File: src/bdht_pkg.sv
// bdht_pkg: shared types and constants of the button debounce / hold / toggle unit
// used by every module of the block; depends on nothing

package bdht_pkg;

    // configuration port geometry
    localparam int CFG_INDEX_W = 3;
    localparam int CFG_DATA_W  = 16;
    localparam int MS_W        = 16;

    // stream payload widths in bits
    localparam int S_TDATA_W = 8;
    localparam int S_TUSER_W = 1;
    localparam int M_TDATA_W = 8;

    // configuration reset values
    localparam logic            RST_ENABLED       = 1'b1;
    localparam logic            RST_TOGGLE_MODE   = 1'b0;
    localparam logic            RST_ACTIVE_LEVEL  = 1'b0;
    localparam logic [MS_W-1:0] RST_LOCKOUT_MS    = 16'd200;
    localparam logic [MS_W-1:0] RST_HOLD_INTERVAL = 16'd500;

    // configuration register indexes
    typedef enum logic [CFG_INDEX_W-1:0] {
        REG_ENABLED       = 3'd0,
        REG_TOGGLE_MODE   = 3'd1,
        REG_ACTIVE_LEVEL  = 3'd2,
        REG_LOCKOUT_MS    = 3'd3,
        REG_HOLD_INTERVAL = 3'd4
    } reg_index_t;

    // item kinds carried in s_tuser
    typedef enum logic {
        OP_TICK  = 1'b0,
        OP_CLEAR = 1'b1
    } op_t;

    // live configuration handed from the register file to the core
    typedef struct packed {
        logic            enabled;
        logic            toggle_mode;
        logic            active_level;
        logic [MS_W-1:0] lockout_ms;
        logic [MS_W-1:0] hold_interval_ms;
    } cfg_t;

    // one result item
    typedef struct packed {
        logic toggled_now;
        logic release_event;
        logic hold_event;
        logic press_event;
    } result_t;

endpackage

File: src/bdht_cfg_regs.sv
// bdht_cfg_regs: configuration register file of the debounce unit
// depends on bdht_pkg (register indexes, reset values, cfg_t)

module bdht_cfg_regs (
    input  logic                             aclk,
    input  logic                             aresetn,
    input  logic                             wr_en,
    input  logic [bdht_pkg::CFG_INDEX_W-1:0] wr_index,
    input  logic [bdht_pkg::CFG_DATA_W-1:0]  wr_data,
    output bdht_pkg::cfg_t                   cfg
);

    bdht_pkg::cfg_t cfg_reg;
    bdht_pkg::cfg_t cfg_next;

    // decode one write transfer; unknown indexes are dropped
    always_comb begin
        cfg_next = cfg_reg;
        if (wr_en) begin
            unique case (wr_index)
                bdht_pkg::REG_ENABLED:       cfg_next.enabled          = wr_data[0];
                bdht_pkg::REG_TOGGLE_MODE:   cfg_next.toggle_mode      = wr_data[0];
                bdht_pkg::REG_ACTIVE_LEVEL:  cfg_next.active_level     = wr_data[0];
                bdht_pkg::REG_LOCKOUT_MS:    cfg_next.lockout_ms       = wr_data;
                bdht_pkg::REG_HOLD_INTERVAL: cfg_next.hold_interval_ms = wr_data;
                default:                     cfg_next = cfg_reg;
            endcase
        end
    end

    // register file
    always_ff @(posedge aclk) begin
        if (!aresetn) begin
            cfg_reg.enabled          <= bdht_pkg::RST_ENABLED;
            cfg_reg.toggle_mode      <= bdht_pkg::RST_TOGGLE_MODE;
            cfg_reg.active_level     <= bdht_pkg::RST_ACTIVE_LEVEL;
            cfg_reg.lockout_ms       <= bdht_pkg::RST_LOCKOUT_MS;
            cfg_reg.hold_interval_ms <= bdht_pkg::RST_HOLD_INTERVAL;
        end else begin
            cfg_reg <= cfg_next;
        end
    end

    assign cfg = cfg_reg;

endmodule

File: src/bdht_core.sv
// bdht_core: phase, elapsed-time counter and toggle latch with the per-tick decision logic
// depends on bdht_pkg (cfg_t, result_t, op_t)

module bdht_core #(
    parameter int TIME_WIDTH = 16
) (
    input  logic                aclk,
    input  logic                aresetn,
    input  logic                advance,
    input  logic                op,
    input  logic                level,
    input  bdht_pkg::cfg_t      cfg,
    output bdht_pkg::result_t   result
);

    localparam int CMP_W = (TIME_WIDTH > bdht_pkg::MS_W) ? TIME_WIDTH : bdht_pkg::MS_W;

    logic                  phase_reg;
    logic                  phase_next;
    logic [TIME_WIDTH-1:0] elapsed_reg;
    logic [TIME_WIDTH-1:0] elapsed_next;
    logic                  latch_reg;
    logic                  latch_next;

    logic                  active;
    logic [TIME_WIDTH-1:0] elapsed_inc;
    logic                  lock_pass;
    logic                  hold_pass;

    // saturating advance of the counter and both threshold compares
    assign active      = (level == cfg.active_level);
    assign elapsed_inc = (elapsed_reg == {TIME_WIDTH{1'b1}}) ? elapsed_reg
                                                             : elapsed_reg + 1'b1;
    assign lock_pass   = CMP_W'(elapsed_inc) > CMP_W'(cfg.lockout_ms);
    assign hold_pass   = CMP_W'(elapsed_inc) > CMP_W'(cfg.hold_interval_ms);

    // next state and events for one item
    always_comb begin
        phase_next   = phase_reg;
        elapsed_next = elapsed_reg;
        latch_next   = latch_reg;
        result       = '0;
        if (op == bdht_pkg::OP_CLEAR) begin
            latch_next           = 1'b0;
            result.release_event = 1'b1;
        end else if (cfg.enabled) begin
            elapsed_next = elapsed_inc;
            if (!phase_reg) begin
                // released: start a press once lockout has passed
                if (lock_pass && active) begin
                    phase_next   = 1'b1;
                    elapsed_next = '0;
                    if (cfg.toggle_mode) begin
                        latch_next           = !latch_reg;
                        result.press_event   = !latch_reg;
                        result.release_event = latch_reg;
                    end else begin
                        result.press_event = 1'b1;
                    end
                end
            end else if (lock_pass) begin
                // pressed: hold repeat, then end of press
                if (hold_pass) begin
                    elapsed_next      = '0;
                    result.hold_event = !cfg.toggle_mode;
                end
                if (!active) begin
                    phase_next           = 1'b0;
                    elapsed_next         = '0;
                    result.release_event = !cfg.toggle_mode;
                end
            end
        end
        result.toggled_now = latch_next;
    end

    // state registers, updated on each accepted item
    always_ff @(posedge aclk) begin
        if (!aresetn) begin
            phase_reg   <= 1'b0;
            elapsed_reg <= '1;
            latch_reg   <= 1'b0;
        end else if (advance) begin
            phase_reg   <= phase_next;
            elapsed_reg <= elapsed_next;
            latch_reg   <= latch_next;
        end
    end

endmodule

File: src/button_debounce_hold_toggle_unit.sv
// button_debounce_hold_toggle_unit: top level of the button debouncer with hold repeat
// depends on bdht_pkg, bdht_cfg_regs and bdht_core
//
//   channel   direction  ports                               payload
//   s_        in         s_tvalid s_tready s_tdata s_tuser   level, op
//   m_        out        m_tvalid m_tready m_tdata           press, hold, release, toggle
//   cfg_      in         cfg_valid cfg_ready cfg_index cfg_data  register writes
//
// one item per cycle while s_tready is high; each item's result appears in the cycle after
// its transfer, set by the single output register behind the decision logic.
// reset (aresetn low, synchronous) restores the register defaults, the released
// phase, a saturated counter and a cleared latch.
// s_tready drops only while a result waits in the output register with m_tready low.

module button_debounce_hold_toggle_unit #(
    parameter int TIME_WIDTH = 16
) (
    input  logic                             aclk,
    input  logic                             aresetn,
    // input stream
    input  logic                             s_tvalid,
    output logic                             s_tready,
    input  logic [bdht_pkg::S_TDATA_W-1:0]   s_tdata,   // [0] level, [7:1] zero
    input  logic [bdht_pkg::S_TUSER_W-1:0]   s_tuser,   // [0] op
    // result stream
    output logic                             m_tvalid,
    input  logic                             m_tready,
    output logic [bdht_pkg::M_TDATA_W-1:0]   m_tdata,   // [0] press_event, [1] hold_event,
                                                        // [2] release_event, [3] toggled_now,
                                                        // [7:4] zero
    // configuration writes
    input  logic                             cfg_valid,
    output logic                             cfg_ready,
    input  logic [bdht_pkg::CFG_INDEX_W-1:0] cfg_index,
    input  logic [bdht_pkg::CFG_DATA_W-1:0]  cfg_data
);

    bdht_pkg::cfg_t    cfg;
    bdht_pkg::result_t result;
    bdht_pkg::result_t m_data_reg;
    logic              m_valid_reg;
    logic              s_transfer;

    assign cfg_ready  = 1'b1;
    assign s_tready   = !m_valid_reg || m_tready;
    assign s_transfer = s_tvalid && s_tready;

    bdht_cfg_regs u_cfg_regs (
        .aclk     (aclk),
        .aresetn  (aresetn),
        .wr_en    (cfg_valid && cfg_ready),
        .wr_index (cfg_index),
        .wr_data  (cfg_data),
        .cfg      (cfg)
    );

    bdht_core #(
        .TIME_WIDTH (TIME_WIDTH)
    ) u_core (
        .aclk     (aclk),
        .aresetn  (aresetn),
        .advance  (s_transfer),
        .op       (s_tuser[0]),
        .level    (s_tdata[0]),
        .cfg      (cfg),
        .result   (result)
    );

    // output register
    always_ff @(posedge aclk) begin
        if (!aresetn) begin
            m_valid_reg <= 1'b0;
        end else if (s_transfer) begin
            m_valid_reg <= 1'b1;
        end else if (m_tready) begin
            m_valid_reg <= 1'b0;
        end
    end

    always_ff @(posedge aclk) begin
        if (s_transfer) begin
            m_data_reg <= result;
        end
    end

    assign m_tvalid = m_valid_reg;
    assign m_tdata  = {4'b0000, m_data_reg.toggled_now, m_data_reg.release_event,
                       m_data_reg.hold_event, m_data_reg.press_event};

endmodule

File: config.mk
export PLATFORM = sky130hd
export DESIGN_NAME = button_debounce_hold_toggle_unit
export DESIGN_NICKNAME = d
export VERILOG_FILES = /design/src/bdht_pkg.sv /design/src/bdht_cfg_regs.sv /design/src/bdht_core.sv /design/src/button_debounce_hold_toggle_unit.sv
export SDC_FILE = /design/constraint.sdc
export NUM_CORES = 1
export LEC_CHECK = 0
export ABC_AREA = 0
export BUFFER_PORTS_ARGS = -buffer_cell sky130_fd_sc_hd__buf_4
export CAP_MARGIN = 20
export CORE_MARGIN = 3
export CORE_UTILIZATION = 47
export DETAILED_ROUTE_END_ITERATION = 8
export PLACE_DENSITY = 0.67
export SYNTH_ARGS = -nofsm -noshare
export SYNTH_HDL_FRONTEND = slang
export SYNTH_SLANG_ARGS = --single-unit
File: constraint.sdc
create_clock -name aclk -period 10.4 [get_ports aclk]
set_input_delay 2.08 -clock aclk [delete_from_list [all_inputs] [get_ports aclk]]
set_output_delay 2.08 -clock aclk [all_outputs]
set_load 0.03 [all_outputs]
==> results_dict.tcl <==
set metrics [dict create \
    tightest_slew_ns 0.9199 \
    numCtsBuffers 9 \
    final_nets 526 \
    dp_hpwl_mm 6.031 \
    post-cts-setup-buffer-count 0 \
    num_rows 31 \
    cts_resized 0 \
    drv_cap 0 \
    required_ns 10.58 \
    p_switching_uw 236.4 \
    cpPeakStageDelay_ns 0.63 \
    cp_top_family "simple AND/OR/NAND/NOR gates" \
    port_buffers 31 \
    cts_tree "built" \
    antenna_left 0 \
    synthTopCellsByArea "dfxtp_1 30%, ha_1 11%, nand2_1 9.6%" \
    critPathLaunchType "flop" \
    ir_worst_vdd_mv 0.08538 \
    pin_count 44 \
    grt-ovfl-total 0 \
    slew_headroom_pct 38.50 \
    cp_cell_sequence "ha_1, nand3_1, nor4_4, nand4b_1, nor3_1, nand2_1, xor2_1, inv_1, ha_1, nand4_1, nor4_1, o21ai_0, o211ai_2, nand2_2, nor3_4, o221ai_1" \
    drtIter0Drc 221 \
    setup_slack_ns 5.341 \
    max_freq_ghz 0.1977 \
    timing.hold.ws_ns 0.4632 \
    period_needed_ns 5.059 \
    crit_top_cell "ha_1" \
    diodes 0 \
    grt_max_degree 57 \
    status "completed" \
    largest_reg_flops 35 \
    initial_utilization_pct 49.07 \
    vias 3061 \
    ys_types 57 \
    slew_viol_final 0 \
    path_buf_inv 1 \
    hold_viol 0 \
    synthCells 436 \
    cts_num_sinks 58 \
    path_class "reg2reg" \
    endpoint_kind "flop" \
    fin_skew_ns 0.005461 \
    clkLatencyLatePin_ns 0.34 \
    yosys_warnings 0 \
    avgSynthCellArea_sq_um 8.294 \
    die_w_um 93.71 \
    p_sw_share_pct 34.95 \
    yosysSeqAreaShare_pct 33.22 \
    gp_congestion 0.8563 \
    hold_path_class "reg2reg" \
    intPower_uw 439.9 \
    cp_slowest_cell "nor4_1" \
    cp.arrival_ns 5.24 \
    grt_pass1_wl_mm 13.66 \
    clockPowerShare_pct 30.7 \
    power_frac_comb_pct 32.5 \
    rsz0062_at_grt "false" \
    netlist_area_sq_um 3616 \
    viasPerCell 5.418 \
    drc_errors 0 \
    grtUsageTotal_pct 19.89 \
    synth_top_area_share_pct 29.90 \
    core-area_sq_um 7370 \
    firstDrtPassIters 4 \
    ys_ff_latch 58 \
    cts-root-buf "clkbuf_8" \
    clk_pin_slew_ns 0.07 \
    die-area_sq_um 8782 \
    seq_power_share_pct 36.9 \
    cts_hold_buf 0 \
    grt_pass1_vias 2911 \
    fin_crit_sh_pct 48.65 \
    nFillCells 678 \
    detailedPlace.worstSlack_ns 5.393 \
    cts-htree-levels 3 \
    p_leak_nw 1.658 \
    finalSetupViolCount 0 \
    yosys.area.top_type "dfxtp_1" \
    antenna_found_initial 0 \
    routedWlPerCell_um 14.43 \
    tns_ns 0 \
    power.total_uw 676.3 \
    cts_max_path_buffers 2 \
    cp_max_fo 10 \
    drive_above_1_share_pct 14.16 \
    die_h_um 93.71 \
    syn_to_final_growth_pct 13.08 \
    powerDensity_nw_per_um2 165.4 \
    wirelength_mm 8.155 \
]
## tightest hold or removal path, cell delays in order (launching register included)
cell	delay, ns
dfxtp_1	0.31
nand2_1	0.04
a21boi_0	0.06
## metal layers
metal	global-route usage [%]	part of all wire (%)	wire [um]	vias up
met4	7.581	1.2	99	0
met2	31.16	46	3785	57
li1	-	-	-	1573
met1	26.59	48	3892	1420
met5	0	0	0	-
met3	4.567	4.6	377	11
## power groups by stage
stage | Sequential (mW) | Combinational (mW) | Clock (mW)
after floorplan | 0.252 | 0.163 | 0
after global placement | 0.254 | 0.210 | 0
after detailed placement | 0.254 | 0.217 | 0
after CTS | 0.249 | 0.218 | 0.211
after global routing | 0.251 | 0.248 | 0.224
final | 0.249 | 0.219 | 0.208
## cell usage after synthesis (all sizes together)
cell,n
mux2,1
o41ai,3
and3,3
o211ai,18
nor3,9
nand3,18
a31oi,4
xnor2,5
nand3b,3
nand2,93
a221oi,1
and2,1
nand4b,1
o311ai,3
conb,2
o21a,1
a21o,2
xnor3,1
inv,43
edfxtp,4
ha,32
xor2,8
o21ai,15
nor4b,1
o221ai,7
a211oi,2
mux2i,3
dfxtp,54
nor2b,5
buf,5
or3,2
nor4,6
nand4,8
or2,2
nand2b,5
a21oi,9
nor3b,1
a21boi,24
o31ai,2
or3b,1
o2111ai,2
clkbuf,15
nor2,11
## per-stage QoR
step | instance area [sq um] | util, % | std cells
global route | 4089 | 55.48 | 565
detailed placement | 3887 | 52.75 | 549
finish | 4089 | 55.48 | 565
global placement | 3887 | 52.75 | 549
floorplan | 3627 | - | 439
CTS | 4089 | 55.48 | 565
## cells in the final DEF (no fill, tap or decap), types with 2 or more instances in the layout
cell and instances:
xor2_1 7, clkbuf_8 14, nand2b_1 5, nand4_1 6, xnor2_1 5, a21oi_1 9
a21boi_0 24, o211ai_1 17, o21ai_0 14, edfxtp_1 4, o311ai_2 3, conb_1 5
nor3_1 7, o31ai_1 2, a211oi_1 2, nor2b_1 5, or3_1 2, nor2_1 10
dfxtp_1 54, ha_1 32, a31oi_1 3, o221ai_1 7, buf_4 31, nand3_1 18
mux2i_1 3, o2111ai_1 2, inv_1 43, nand2_1 92, nor4_1 5, o41ai_1 2
or2_2 2, nand3b_1 2, and3_1 3, a21o_1 2
## worst paths after layout
path	from	to	slack, ns	depth (start not counted)
worst max-delay path	u_core.elapsed_reg[0]$_SDFFE_PN1P_	u_core.elapsed_reg[11]$_SDFFE_PN1P_	5.34	16
worst min-delay path	u_cfg_regs.cfg[1]$_SDFFE_PN0P_	u_cfg_regs.cfg[1]$_SDFFE_PN0P_	0.46	2
worst max register to register	u_core.elapsed_reg[0]$_SDFFE_PN1P_	u_core.elapsed_reg[11]$_SDFFE_PN1P_	5.34	16
worst min register to register	u_cfg_regs.cfg[1]$_SDFFE_PN0P_	u_cfg_regs.cfg[1]$_SDFFE_PN0P_	0.46	2
## logic make-up after synthesis
logic type / count (synthesis) / synth area share [%]
AO/OA/AOI/OAI: 93 / 19.55
multiplexers: 4 / 1.142
AND/OR/NAND/NOR: 170 / 23.70
flip-flops: 58 / 33.22
XOR/XNOR: 14 / 3.979
buffers and inverters: 63 / 7.128
adder cells (fa/ha/maj): 32 / 11.07
other: 2 / 0.2077
## final cells by class
class / count / area (sq um) / area share, %
Timing Repair Buffer: 31 / 232.7 / 5.692
Clock inverter: 1 / 5.005 / 0.1224
Clock buffer: 15 / 196.4 / 4.804
Sequential cell: 58 / 1201 / 29.38
Multi-Input combinational cell: 318 / 2168 / 53.03
Tap cell: 99 / 123.9 / 3.029
Inverter: 43 / 161.4 / 3.947
Note: power is estimated with default switching activity, not from simulation.
